<file path="config.mk">
export PLATFORM = sky130hd
export DESIGN_NAME = byte_budget_lru_cache_unit
export DESIGN_NICKNAME = d
export VERILOG_FILES = /design/src/design/bbl_pkg.sv /design/src/design/bbl_slot_ram.sv /design/src/design/bbl_notice_fifo.sv /design/src/design/byte_budget_lru_cache_unit.sv
export SDC_FILE = /design/constraint.sdc
export NUM_CORES = 2
export LEC_CHECK = 0
export ABC_CLOCK_PERIOD_IN_PS = 9500
export BUFFER_PORTS_ARGS = -buffer_cell sky130_fd_sc_hd__buf_2
export CAP_MARGIN = 20
export CELL_PAD_IN_SITES_DETAIL_PLACEMENT = 0
export CELL_PAD_IN_SITES_GLOBAL_PLACEMENT = 1
export CORE_UTILIZATION = 30
export DETAILED_ROUTE_END_ITERATION = 10
export PLACE_DENSITY = 0.45
export SYNTH_ARGS = -nofsm -noshare
export SYNTH_HDL_FRONTEND = slang
export SYNTH_SLANG_ARGS = --single-unit
export TNS_END_PERCENT = 20
</file>
<file path="constraint.sdc">
create_clock -name clock -period 9.5 [get_ports clock]
set_input_delay 0.475 -clock clock [delete_from_list [all_inputs] [get_ports clock]]
set_output_delay 0.475 -clock clock [all_outputs]
set_load 0.02 [all_outputs]
</file>
<file path="src/design/bbl_pkg.sv">
package bbl_pkg;

   // default geometry
   localparam int DEF_SLOTS     = 16;
   localparam int DEF_KEY_BITS  = 16;
   localparam int DEF_SIZE_BITS = 24;

   // field widths fixed by the interface
   localparam int CMD_W    = 2;
   localparam int STATUS_W = 3;
   localparam int COUNT_W  = 5;
   localparam int TOTAL_W  = 32;

   // request commands
   localparam logic [CMD_W-1:0] CMD_ENSURE = 2'd0;
   localparam logic [CMD_W-1:0] CMD_REMOVE = 2'd1;
   localparam logic [CMD_W-1:0] CMD_QUERY  = 2'd2;

   // final status codes
   localparam logic [STATUS_W-1:0] ST_HIT         = 3'd0;
   localparam logic [STATUS_W-1:0] ST_LOADED      = 3'd1;
   localparam logic [STATUS_W-1:0] ST_LOAD_FAIL   = 3'd2;
   localparam logic [STATUS_W-1:0] ST_REMOVED     = 3'd3;
   localparam logic [STATUS_W-1:0] ST_NOT_PRESENT = 3'd4;
   localparam logic [STATUS_W-1:0] ST_PRESENT     = 3'd5;

   // result kinds
   localparam logic KIND_NOTICE = 1'b0;
   localparam logic KIND_FINAL  = 1'b1;

endpackage

</file>
<file path="src/design/bbl_slot_ram.sv">
module bbl_slot_ram #(
   parameter int DEPTH = 16,
   parameter int AW    = 4,
   parameter int DW    = 44
) (
   input  logic          clock,
   input  logic          rd_en,
   input  logic [AW-1:0] rd_addr,
   output logic [DW-1:0] rd_data,
   input  logic          wr_en,
   input  logic [AW-1:0] wr_addr,
   input  logic [DW-1:0] wr_data
);

   logic [DW-1:0] mem [DEPTH];
   logic [DW-1:0] rd_data_ff;

   // one write port, one registered read port
   always_ff @(posedge clock) begin
      if (wr_en) begin
         mem[wr_addr] <= wr_data;
      end
      if (rd_en) begin
         rd_data_ff <= mem[rd_addr];
      end
   end

   assign rd_data = rd_data_ff;

endmodule

</file>
<file path="src/design/bbl_notice_fifo.sv">
module bbl_notice_fifo #(
   parameter int DEPTH = 16,
   parameter int KW    = 16
) (
   input  logic          clock,
   input  logic          reset,
   input  logic          clear,
   input  logic          push,
   input  logic [KW-1:0] push_key,
   input  logic          pop,
   output logic          empty,
   output logic [KW-1:0] head_key
);

   localparam int IW = (DEPTH > 1) ? $clog2(DEPTH) : 1;
   localparam int PW = $clog2(DEPTH + 1);

   logic [KW-1:0] keys_ff [DEPTH];
   logic [PW-1:0] wp_ff, wp_in, rp_ff, rp_in;

   // pointers restart with every request
   always_comb begin
      wp_in = wp_ff;
      rp_in = rp_ff;
      if (clear) begin
         wp_in = '0;
         rp_in = '0;
      end else begin
         if (push) wp_in = wp_ff + PW'(1);
         if (pop)  rp_in = rp_ff + PW'(1);
      end
   end

   always_ff @(posedge clock) begin
      if (reset) begin
         wp_ff <= '0;
         rp_ff <= '0;
      end else begin
         wp_ff <= wp_in;
         rp_ff <= rp_in;
      end
   end

   // evicted key storage
   always_ff @(posedge clock) begin
      if (push && !clear) begin
         keys_ff[wp_ff[IW-1:0]] <= push_key;
      end
   end

   assign empty    = (wp_ff == rp_ff);
   assign head_key = keys_ff[rp_ff[IW-1:0]];

endmodule

</file>
<file path="src/design/byte_budget_lru_cache_unit.sv">
// Size-aware LRU cache of up to SLOTS keys with a byte budget. A request is
// taken when req_valid is high and req_stall low; the unit then works on it
// alone, holding req_stall until every result has been loaded. Key, size and
// recency rank of each slot sit in one single-port-read RAM, and every pass
// over the table is a sweep of all slots (one slot read per cycle, written
// back where it changes). A query, a failed load or a remove of an absent key
// takes one lookup sweep; a hit adds a touch sweep; a remove adds a drop
// sweep; a load adds an insert sweep, a drop sweep if the table is full, and
// a find plus a drop sweep for each budget eviction. Results then leave one
// per cycle while rsp_stall is low: eviction notices first, then the final
// status, all carrying the totals after the request.
// csr_ready is always high; write capacity only while the unit is idle.
module byte_budget_lru_cache_unit #(
   parameter int SLOTS     = bbl_pkg::DEF_SLOTS,
   parameter int KEY_BITS  = bbl_pkg::DEF_KEY_BITS,
   parameter int SIZE_BITS = bbl_pkg::DEF_SIZE_BITS
) (
   input  logic                         clock,
   input  logic                         reset,
   input  logic                         req_valid,
   output logic                         req_stall,
   input  logic [bbl_pkg::CMD_W-1:0]    req_cmd,
   input  logic [KEY_BITS-1:0]          req_key,
   input  logic                         req_load_ok,
   input  logic [SIZE_BITS-1:0]         req_load_bytes,
   output logic                         rsp_valid,
   input  logic                         rsp_stall,
   output logic                         rsp_kind,
   output logic [bbl_pkg::STATUS_W-1:0] rsp_status,
   output logic [KEY_BITS-1:0]          rsp_result_key,
   output logic                         rsp_is_resident,
   output logic [bbl_pkg::TOTAL_W-1:0]  rsp_total_bytes,
   output logic [bbl_pkg::COUNT_W-1:0]  rsp_entry_count,
   output logic                         rsp_last,
   input  logic                         csr_valid,
   output logic                         csr_ready,
   input  logic [bbl_pkg::TOTAL_W-1:0]  csr_data
);
   import bbl_pkg::*;

   localparam int AW   = (SLOTS > 1) ? $clog2(SLOTS) : 1;
   localparam int CW   = $clog2(SLOTS + 1);
   localparam int NW   = $clog2(SLOTS + 2);
   localparam int TW   = SIZE_BITS + CW;
   localparam int DW   = KEY_BITS + SIZE_BITS + AW;

   localparam logic [3:0] S_IDLE  = 4'd0;
   localparam logic [3:0] S_LOOK  = 4'd1;
   localparam logic [3:0] S_DROP  = 4'd2;
   localparam logic [3:0] S_INS   = 4'd3;
   localparam logic [3:0] S_CHECK = 4'd4;
   localparam logic [3:0] S_FIND  = 4'd5;
   localparam logic [3:0] S_TOUCH = 4'd6;
   localparam logic [3:0] S_OUT   = 4'd7;

   localparam logic [1:0] AFT_INS   = 2'd0;
   localparam logic [1:0] AFT_CHECK = 2'd1;
   localparam logic [1:0] AFT_OUT   = 2'd2;

   logic [3:0]           state_ff, state_in;
   logic [NW-1:0]        cnt_ff, cnt_in;
   logic [CMD_W-1:0]     cmd_ff, cmd_in;
   logic [KEY_BITS-1:0]  key_ff, key_in;
   logic                 ok_ff, ok_in;
   logic [SIZE_BITS-1:0] size_ff, size_in;
   logic                 hit_ff, hit_in;
   logic [AW-1:0]        s_ff, s_in;
   logic [AW-1:0]        rs_ff, rs_in;
   logic [SIZE_BITS-1:0] msize_ff, msize_in;
   logic                 found_ff, found_in;
   logic [AW-1:0]        tgt_ff, tgt_in;
   logic [AW-1:0]        trank_ff, trank_in;
   logic [SIZE_BITS-1:0] tsize_ff, tsize_in;
   logic [KEY_BITS-1:0]  tkey_ff, tkey_in;
   logic                 placed_ff, placed_in;
   logic [1:0]           after_ff, after_in;
   logic [STATUS_W-1:0]  status_ff, status_in;
   logic                 res_ff, res_in;
   logic [SLOTS-1:0]     valid_ff, valid_in;
   logic [TW-1:0]        total_ff, total_in;
   logic [CW-1:0]        count_ff, count_in;
   logic [TOTAL_W-1:0]   cap_ff;

   logic                 rsp_valid_ff, rsp_valid_in;
   logic                 rsp_kind_ff, rsp_kind_in;
   logic [STATUS_W-1:0]  rsp_status_ff, rsp_status_in;
   logic [KEY_BITS-1:0]  rsp_key_ff, rsp_key_in;
   logic                 rsp_res_ff, rsp_res_in;
   logic [TOTAL_W-1:0]   rsp_total_ff, rsp_total_in;
   logic [COUNT_W-1:0]   rsp_count_ff, rsp_count_in;
   logic                 rsp_last_ff, rsp_last_in;

   logic                 rd_en, wr_en;
   logic [AW-1:0]        rd_addr, p;
   logic [DW-1:0]        rd_data, wr_data;
   logic [KEY_BITS-1:0]  r_key;
   logic [SIZE_BITS-1:0] r_size;
   logic [AW-1:0]        r_rank;
   logic                 sweep, proc, sweep_end, v_p, oldest_p;
   logic                 fifo_clear, fifo_push, fifo_pop, fifo_empty;
   logic [KEY_BITS-1:0]  fifo_push_key, fifo_head;
   logic [63:0]          total64;
   logic [31:0]          count32;
   logic [NW-1:0]        cnt_m1;

   // slot table and eviction notice queue
   bbl_slot_ram #(.DEPTH(SLOTS), .AW(AW), .DW(DW)) u_ram (
      .clock   (clock),
      .rd_en   (rd_en),
      .rd_addr (rd_addr),
      .rd_data (rd_data),
      .wr_en   (wr_en),
      .wr_addr (p),
      .wr_data (wr_data)
   );

   bbl_notice_fifo #(.DEPTH(SLOTS), .KW(KEY_BITS)) u_fifo (
      .clock    (clock),
      .reset    (reset),
      .clear    (fifo_clear),
      .push     (fifo_push),
      .push_key (fifo_push_key),
      .pop      (fifo_pop),
      .empty    (fifo_empty),
      .head_key (fifo_head)
   );

   // sweep bookkeeping: read slot cnt, process slot cnt-1
   assign sweep = (state_ff == S_LOOK) || (state_ff == S_DROP) || (state_ff == S_INS) ||
                  (state_ff == S_FIND) || (state_ff == S_TOUCH);
   assign rd_en     = sweep && (cnt_ff < NW'(SLOTS));
   assign rd_addr   = cnt_ff[AW-1:0];
   assign cnt_m1    = cnt_ff - NW'(1);
   assign p         = cnt_m1[AW-1:0];
   assign proc      = sweep && (cnt_ff != '0) && (cnt_ff <= NW'(SLOTS));
   assign sweep_end = sweep && (cnt_ff == NW'(SLOTS + 1));
   assign r_key     = rd_data[DW-1 -: KEY_BITS];
   assign r_size    = rd_data[AW +: SIZE_BITS];
   assign r_rank    = rd_data[AW-1:0];
   assign v_p       = valid_ff[p];
   assign oldest_p  = v_p && ((CW'(r_rank) + CW'(1)) == count_ff);

   // widened totals, saturated when the result is built
   assign total64 = 64'(total_ff);
   assign count32 = 32'(count_ff);

   // sequencer
   always_comb begin
      state_in  = state_ff;
      cnt_in    = cnt_ff;
      cmd_in    = cmd_ff;
      key_in    = key_ff;
      ok_in     = ok_ff;
      size_in   = size_ff;
      hit_in    = hit_ff;
      s_in      = s_ff;
      rs_in     = rs_ff;
      msize_in  = msize_ff;
      found_in  = found_ff;
      tgt_in    = tgt_ff;
      trank_in  = trank_ff;
      tsize_in  = tsize_ff;
      tkey_in   = tkey_ff;
      placed_in = placed_ff;
      after_in  = after_ff;
      status_in = status_ff;
      res_in    = res_ff;
      valid_in  = valid_ff;
      total_in  = total_ff;
      count_in  = count_ff;
      rsp_valid_in  = rsp_valid_ff;
      rsp_kind_in   = rsp_kind_ff;
      rsp_status_in = rsp_status_ff;
      rsp_key_in    = rsp_key_ff;
      rsp_res_in    = rsp_res_ff;
      rsp_total_in  = rsp_total_ff;
      rsp_count_in  = rsp_count_ff;
      rsp_last_in   = rsp_last_ff;
      wr_en         = 1'b0;
      wr_data       = rd_data;
      fifo_clear    = 1'b0;
      fifo_push     = 1'b0;
      fifo_push_key = tkey_ff;
      fifo_pop      = 1'b0;

      if (rsp_valid_ff && !rsp_stall) rsp_valid_in = 1'b0;
      if (sweep) cnt_in = sweep_end ? '0 : cnt_ff + NW'(1);

      case (state_ff)
         S_IDLE: begin
            if (req_valid) begin
               cmd_in     = req_cmd;
               key_in     = req_key;
               ok_in      = req_load_ok;
               size_in    = req_load_bytes;
               hit_in     = 1'b0;
               found_in   = 1'b0;
               placed_in  = 1'b0;
               fifo_clear = 1'b1;
               cnt_in     = '0;
               state_in   = S_LOOK;
            end
         end
         S_LOOK: begin
            if (proc) begin
               if (v_p && (r_key == key_ff)) begin
                  hit_in   = 1'b1;
                  s_in     = p;
                  rs_in    = r_rank;
                  msize_in = r_size;
               end
               if (oldest_p) begin
                  tgt_in   = p;
                  trank_in = r_rank;
                  tsize_in = r_size;
                  tkey_in  = r_key;
               end
            end
            if (sweep_end) begin
               case (cmd_ff)
                  CMD_ENSURE: begin
                     if (hit_ff) begin
                        state_in = S_TOUCH;
                     end else if (!ok_ff) begin
                        status_in = ST_LOAD_FAIL;
                        res_in    = 1'b0;
                        state_in  = S_OUT;
                     end else if (count_ff == CW'(SLOTS)) begin
                        fifo_push = 1'b1;
                        after_in  = AFT_INS;
                        state_in  = S_DROP;
                     end else begin
                        state_in = S_INS;
                     end
                  end
                  CMD_REMOVE: begin
                     res_in = 1'b0;
                     if (hit_ff) begin
                        tgt_in    = s_ff;
                        trank_in  = rs_ff;
                        tsize_in  = msize_ff;
                        status_in = ST_REMOVED;
                        after_in  = AFT_OUT;
                        state_in  = S_DROP;
                     end else begin
                        status_in = ST_NOT_PRESENT;
                        state_in  = S_OUT;
                     end
                  end
                  default: begin
                     status_in = hit_ff ? ST_PRESENT : ST_NOT_PRESENT;
                     res_in    = hit_ff;
                     state_in  = S_OUT;
                  end
               endcase
            end
         end
         S_DROP: begin
            // close the gap left by the dropped rank
            if (proc && v_p && (r_rank > trank_ff)) begin
               wr_en   = 1'b1;
               wr_data = {r_key, r_size, r_rank - AW'(1)};
            end
            if (sweep_end) begin
               valid_in[tgt_ff] = 1'b0;
               total_in = total_ff - TW'(tsize_ff);
               count_in = count_ff - CW'(1);
               case (after_ff)
                  AFT_INS:   state_in = S_INS;
                  AFT_CHECK: state_in = S_CHECK;
                  default:   state_in = S_OUT;
               endcase
            end
         end
         S_INS: begin
            // age every resident entry, place the new one in the first free slot
            if (proc) begin
               if (v_p) begin
                  wr_en   = 1'b1;
                  wr_data = {r_key, r_size, r_rank + AW'(1)};
               end else if (!placed_in) begin
                  wr_en       = 1'b1;
                  wr_data     = {key_ff, size_ff, AW'(0)};
                  valid_in[p] = 1'b1;
                  placed_in   = 1'b1;
                  s_in        = p;
               end
            end
            if (sweep_end) begin
               if (placed_ff) begin
                  total_in = total_ff + TW'(size_ff);
                  count_in = count_ff + CW'(1);
               end
               state_in = S_CHECK;
            end
         end
         S_CHECK: begin
            if ((count_ff != '0) && (64'(total_ff) > 64'(cap_ff))) begin
               found_in = 1'b0;
               state_in = S_FIND;
            end else begin
               status_in = ST_LOADED;
               res_in    = placed_ff && valid_ff[s_ff];
               state_in  = S_OUT;
            end
         end
         S_FIND: begin
            if (proc && oldest_p) begin
               found_in = 1'b1;
               tgt_in   = p;
               trank_in = r_rank;
               tsize_in = r_size;
               tkey_in  = r_key;
            end
            if (sweep_end) begin
               if (found_ff) begin
                  fifo_push = !(placed_ff && (tgt_ff == s_ff));
                  after_in  = AFT_CHECK;
                  state_in  = S_DROP;
               end else begin
                  status_in = ST_LOADED;
                  res_in    = placed_ff && valid_ff[s_ff];
                  state_in  = S_OUT;
               end
            end
         end
         S_TOUCH: begin
            // move the hit entry to the front
            if (proc) begin
               if (p == s_ff) begin
                  wr_en   = 1'b1;
                  wr_data = {r_key, r_size, AW'(0)};
               end else if (v_p && (r_rank < rs_ff)) begin
                  wr_en   = 1'b1;
                  wr_data = {r_key, r_size, r_rank + AW'(1)};
               end
            end
            if (sweep_end) begin
               status_in = ST_HIT;
               res_in    = 1'b1;
               state_in  = S_OUT;
            end
         end
         S_OUT: begin
            // notices first, then the final status
            if (!rsp_valid_ff || !rsp_stall) begin
               rsp_valid_in = 1'b1;
               rsp_total_in = (|total64[63:32]) ? '1 : total64[31:0];
               rsp_count_in = count32[COUNT_W-1:0];
               if (!fifo_empty) begin
                  fifo_pop      = 1'b1;
                  rsp_kind_in   = KIND_NOTICE;
                  rsp_status_in = ST_HIT;
                  rsp_key_in    = fifo_head;
                  rsp_res_in    = 1'b0;
                  rsp_last_in   = 1'b0;
               end else begin
                  rsp_kind_in   = KIND_FINAL;
                  rsp_status_in = status_ff;
                  rsp_key_in    = key_ff;
                  rsp_res_in    = res_ff;
                  rsp_last_in   = 1'b1;
                  state_in      = S_IDLE;
               end
            end
         end
         default: state_in = S_IDLE;
      endcase
   end

   // control state
   always_ff @(posedge clock) begin
      if (reset) begin
         state_ff     <= S_IDLE;
         cnt_ff       <= '0;
         valid_ff     <= '0;
         total_ff     <= '0;
         count_ff     <= '0;
         cap_ff       <= '0;
         rsp_valid_ff <= 1'b0;
         hit_ff       <= 1'b0;
         found_ff     <= 1'b0;
         placed_ff    <= 1'b0;
      end else begin
         state_ff     <= state_in;
         cnt_ff       <= cnt_in;
         valid_ff     <= valid_in;
         total_ff     <= total_in;
         count_ff     <= count_in;
         rsp_valid_ff <= rsp_valid_in;
         hit_ff       <= hit_in;
         found_ff     <= found_in;
         placed_ff    <= placed_in;
         if (csr_valid && csr_ready) cap_ff <= csr_data;
      end
   end

   // request and result payload
   always_ff @(posedge clock) begin
      cmd_ff        <= cmd_in;
      key_ff        <= key_in;
      ok_ff         <= ok_in;
      size_ff       <= size_in;
      s_ff          <= s_in;
      rs_ff         <= rs_in;
      msize_ff      <= msize_in;
      tgt_ff        <= tgt_in;
      trank_ff      <= trank_in;
      tsize_ff      <= tsize_in;
      tkey_ff       <= tkey_in;
      after_ff      <= after_in;
      status_ff     <= status_in;
      res_ff        <= res_in;
      rsp_kind_ff   <= rsp_kind_in;
      rsp_status_ff <= rsp_status_in;
      rsp_key_ff    <= rsp_key_in;
      rsp_res_ff    <= rsp_res_in;
      rsp_total_ff  <= rsp_total_in;
      rsp_count_ff  <= rsp_count_in;
      rsp_last_ff   <= rsp_last_in;
   end

   assign req_stall       = (state_ff != S_IDLE);
   assign csr_ready       = 1'b1;
   assign rsp_valid       = rsp_valid_ff;
   assign rsp_kind        = rsp_kind_ff;
   assign rsp_status      = rsp_status_ff;
   assign rsp_result_key  = rsp_key_ff;
   assign rsp_is_resident = rsp_res_ff;
   assign rsp_total_bytes = rsp_total_ff;
   assign rsp_entry_count = rsp_count_ff;
   assign rsp_last        = rsp_last_ff;

   // checks
   a_count_bound: assert property (@(posedge clock) disable iff (reset)
      count_ff <= CW'(SLOTS))
      else $error("resident count above slot count");

   a_count_valid: assert property (@(posedge clock) disable iff (reset)
      (state_ff == S_IDLE) |-> ($countones(valid_ff) == int'(count_ff)))
      else $error("resident count disagrees with valid bits");

   a_rsp_hold: assert property (@(posedge clock) disable iff (reset)
      (rsp_valid_ff && rsp_stall) |=> (rsp_valid_ff &&
         $stable({rsp_kind_ff, rsp_status_ff, rsp_key_ff, rsp_res_ff,
                  rsp_total_ff, rsp_count_ff, rsp_last_ff})))
      else $error("stalled result changed");

endmodule

</file>
==> out/results.tsv <==
metric	value	unit
drive_gt1_frac	0.242	
gp_congestion	0.784	
rrSetupSlack	3.97	ns
io_pins	142	
antenna_found_initial	18	
grt_overflow_total	0	
synth.avg_cell_area	18.1	µm²
arrival	5.93	ns
instances_no_fill	5642	
yosysWarnings	0	
cts_tree	built	
ys_seq_area_frac	0.715	
fin_setup_tns	0	ns
critPathLaunch	cnt_ff[0]$_SDFF_PP0_	
dp_cells	5302	
cts_sinks	1296	
cts_buffer_depth	3	
syn_to_final_growth	17.2	%
critPathRequiredTime	9.89	ns
grt_max_degree	72	
vias_per_cell	4.93	
synth.most_common_cell	edfxtp_1	
vias	27800	
p_leak	19.7	nW
ant_nets	0	
hold_violations	0	
min_path_cells	3	
drtPass1Iterations	5	
power.ir.vdd_worst	0.126	mV
status	finished, final reports clean	
drv_slew	0	
die_x	422	µm
port_buffers	137	
grt_pass1_wl	209000	µm
r2r_cells	9	
rsz0062_at_grt	no	
min_to	state_ff[2]$_SDFFE_PP0P_	
skew	0.0580	ns
r2r-end	u_ram.mem[5][34]$_DFFE_PP_	
wirelength	145000	µm
fin_total_pwr	0.0149	W
syn-cell-area	52900	µm²
async_flop_share	0	
cap_violations	0	
yosys.cell_types.count	70	
worst_hold_startpoint	req_valid	
drt_iter0_drc	2340	
cp-end-kind	flop	
core	175000	µm²
grt_usage	0.162	
synth_cells	2921	
startpoint_type	flop	
post-route-drc-count	0	
initial_core_util	0.303	
cts_buffers	146	
period_share	0.582	
synthTopCellsByCount	1188 x edfxtp_1, 310 x mux4_2, 184 x nor2_1, 132 x nand2_1, 122 x a21oi_1	
cts_root_buf	clkbuf_16	
worstReg2RegStart	cnt_ff[0]$_SDFF_PP0_	
crit_fanout	46	
min_period	5.53	ns
cts.reportedPaths.clkPinSlew	0.06	ns
clkLatencyLatePin	0.79	ns
clock.fmax	181	MHz
critical_path_class	reg -> reg	
ys_ff_latch	1296	
wl_per_cell	25.7	µm
die-height	422	µm
slew_headroom	0.259	
cellPowerDensity	241	nW/µm²
grt_pass1_vias	29300	
fp-row-count	153	
min_path_type	in -> reg	
ys_top_cells_by_area	edfxtp_1 67%, mux4_2 13%, dfxtp_1 4.1%, ha_1 2.0%, nor2_1 1.3%	
nNetsFinal	3372	
dp_hpwl	86400	µm
synth_edf_count	1188	
setup_viol	0	
n_fill_cell	16500	
htree_levels	4	
cts.repair.resized	0	
synth_ff_type	edfxtp_1	
worstMarginPinSlew	1.11	ns
yosys.area.top_type	edfxtp_1	
dieArea	178000	µm²
synth_top_area_frac	0.674	
[cell families (layout without fill, tap and decap cells)]
group / after synthesis / in the layout / synth area share
muxes: 404 / 404 / 0.151
adders and majority gates: 87 / 87 / 0.0209
AOI/OAI and AO/OA: 340 / 340 / 0.0387
buffers and inverters: 215 / 608 / 0.0161
other: 2 / 5 / 0.000142
and+or+nand+nor: 486 / 486 / 0.0425
DFF: 1296 / 1296 / 0.715
xor gates and xnor gates: 91 / 91 / 0.0153
[cell type report]
type | count | area, µm² | area share
inverter | 71 | 268 | 0.00432
sequential | 1296 | 37900 | 0.611
antenna | 1 | 2.50 | 0.0000404
multi-input combinational | 1412 | 14400 | 0.233
timing repair buffer | 278 | 1990 | 0.0321
clock buffer | 193 | 3900 | 0.0630
clock inverter | 66 | 619 | 0.00999
tap | 2325 | 2910 | 0.0469
[worst max-delay path, cell delays in order (launching register included)]
cell and delay (ns):
dfxtp_4 0.97, buf_4 0.88, mux4_2 0.38, mux4_2 0.36, o2111ai_1 0.14, o211ai_1 0.11, and3_1 0.39, nand2_1 0.32
nor2_4 0.93, buf_4 0.55
[layout by cell type, fill, tap and decap left out, types with 12 or more instances in the layout]
cell type	count
mux2i_1	36
clkbuf_16	149
clkinv_1	31
nor2_1	163
a21o_1	25
o22ai_1	35
xnor2_1	47
or3_1	13
buf_2	136
inv_1	67
clkbuf_1	43
ha_1	85
dlygate4sd3_1	77
nor3_1	25
xor2_1	43
o21ai_0	71
nand2b_1	12
buf_4	62
nand3_1	26
mux2_2	57
clkinv_2	18
nand2_1	132
nand4_1	22
edfxtp_1	1188
dfxtp_1	101
a21oi_1	119
a31oi_1	15
a211oi_1	12
nor2_4	19
mux4_2	310
[power by group]
part / total [W] / internal (W) / switching (W)
Clock: 0.00535 / 0.00307 / 0.00229
Sequential: 0.00731 / 0.00687 / 0.000432
Combinational: 0.00228 / 0.000919 / 0.00136
[flip-flops by register name, summed over array words and instances, names as in the netlist, 5 cells and up, named ones only]
signal / cells
cap_ff: 32
msize_ff: 24
rsp_total_bytes: 29
cnt_ff: 5
count_ff: 5
valid_ff: 16
size_ff: 24
rsp_result_key: 16
key_ff: 16
rsp_entry_count: 5
fifo_push_key: 16
u_fifo.wp_ff: 5
tsize_ff: 24
u_fifo.rp_ff: 5
u_ram.mem: 704
u_fifo.keys_ff: 256
u_ram.rd_data: 44
total_ff: 29
[repair_timing]
| item | in CTS | in global routing |
|---|---|---|
| hold endpoints to repair | 84 | 0 |
| buffers inserted | 0 | 0 |
| hold buffers | 77 | 0 |
[worst max path at each step]
stage | slack (ns) | to
2_1_floorplan | 2.15 | u_ram.mem[3][0]$_DFFE_PP_
3_3_place_gp | 3.77 | u_ram.mem[5][15]$_DFFE_PP_
3_5_place_dp | 3.69 | u_ram.mem[5][8]$_DFFE_PP_
4_1_cts | 3.69 | u_ram.mem[5][34]$_DFFE_PP_
5_1_grt | 3.45 | u_ram.mem[5][34]$_DFFE_PP_
6_report | 3.97 | u_ram.mem[5][34]$_DFFE_PP_
[metal layers]
| metal | global-route usage | vias to the layer above | share of wire |
|---|---|---|---|
| li1 | - | 12300 | - |
| met1 | 0.225 | 14600 | 0.45 |
| met2 | 0.263 | 696 | 0.48 |
| met3 | 0.0289 | 169 | 0.050 |
| met4 | 0.0398 | 2 | 0.017 |
| met5 | 0 | - | 0.000048 |
[through the flow]
stage / cell area [µm²] / worst slack, ns / hold WS, ns / util
floorplan: 52900 / 2.15 / 0.443 / -
global placement: 56600 / 3.77 / 0.472 / 0.324
detailed placement: 56600 / 3.69 / 0.475 / 0.324
CTS: 61900 / 3.69 / 0.0557 / 0.355
global route: 62000 / 3.45 / 0.0974 / 0.355
finish: 62000 / 3.97 / 0.113 / 0.355
Power figures use the tool's default switching activity.
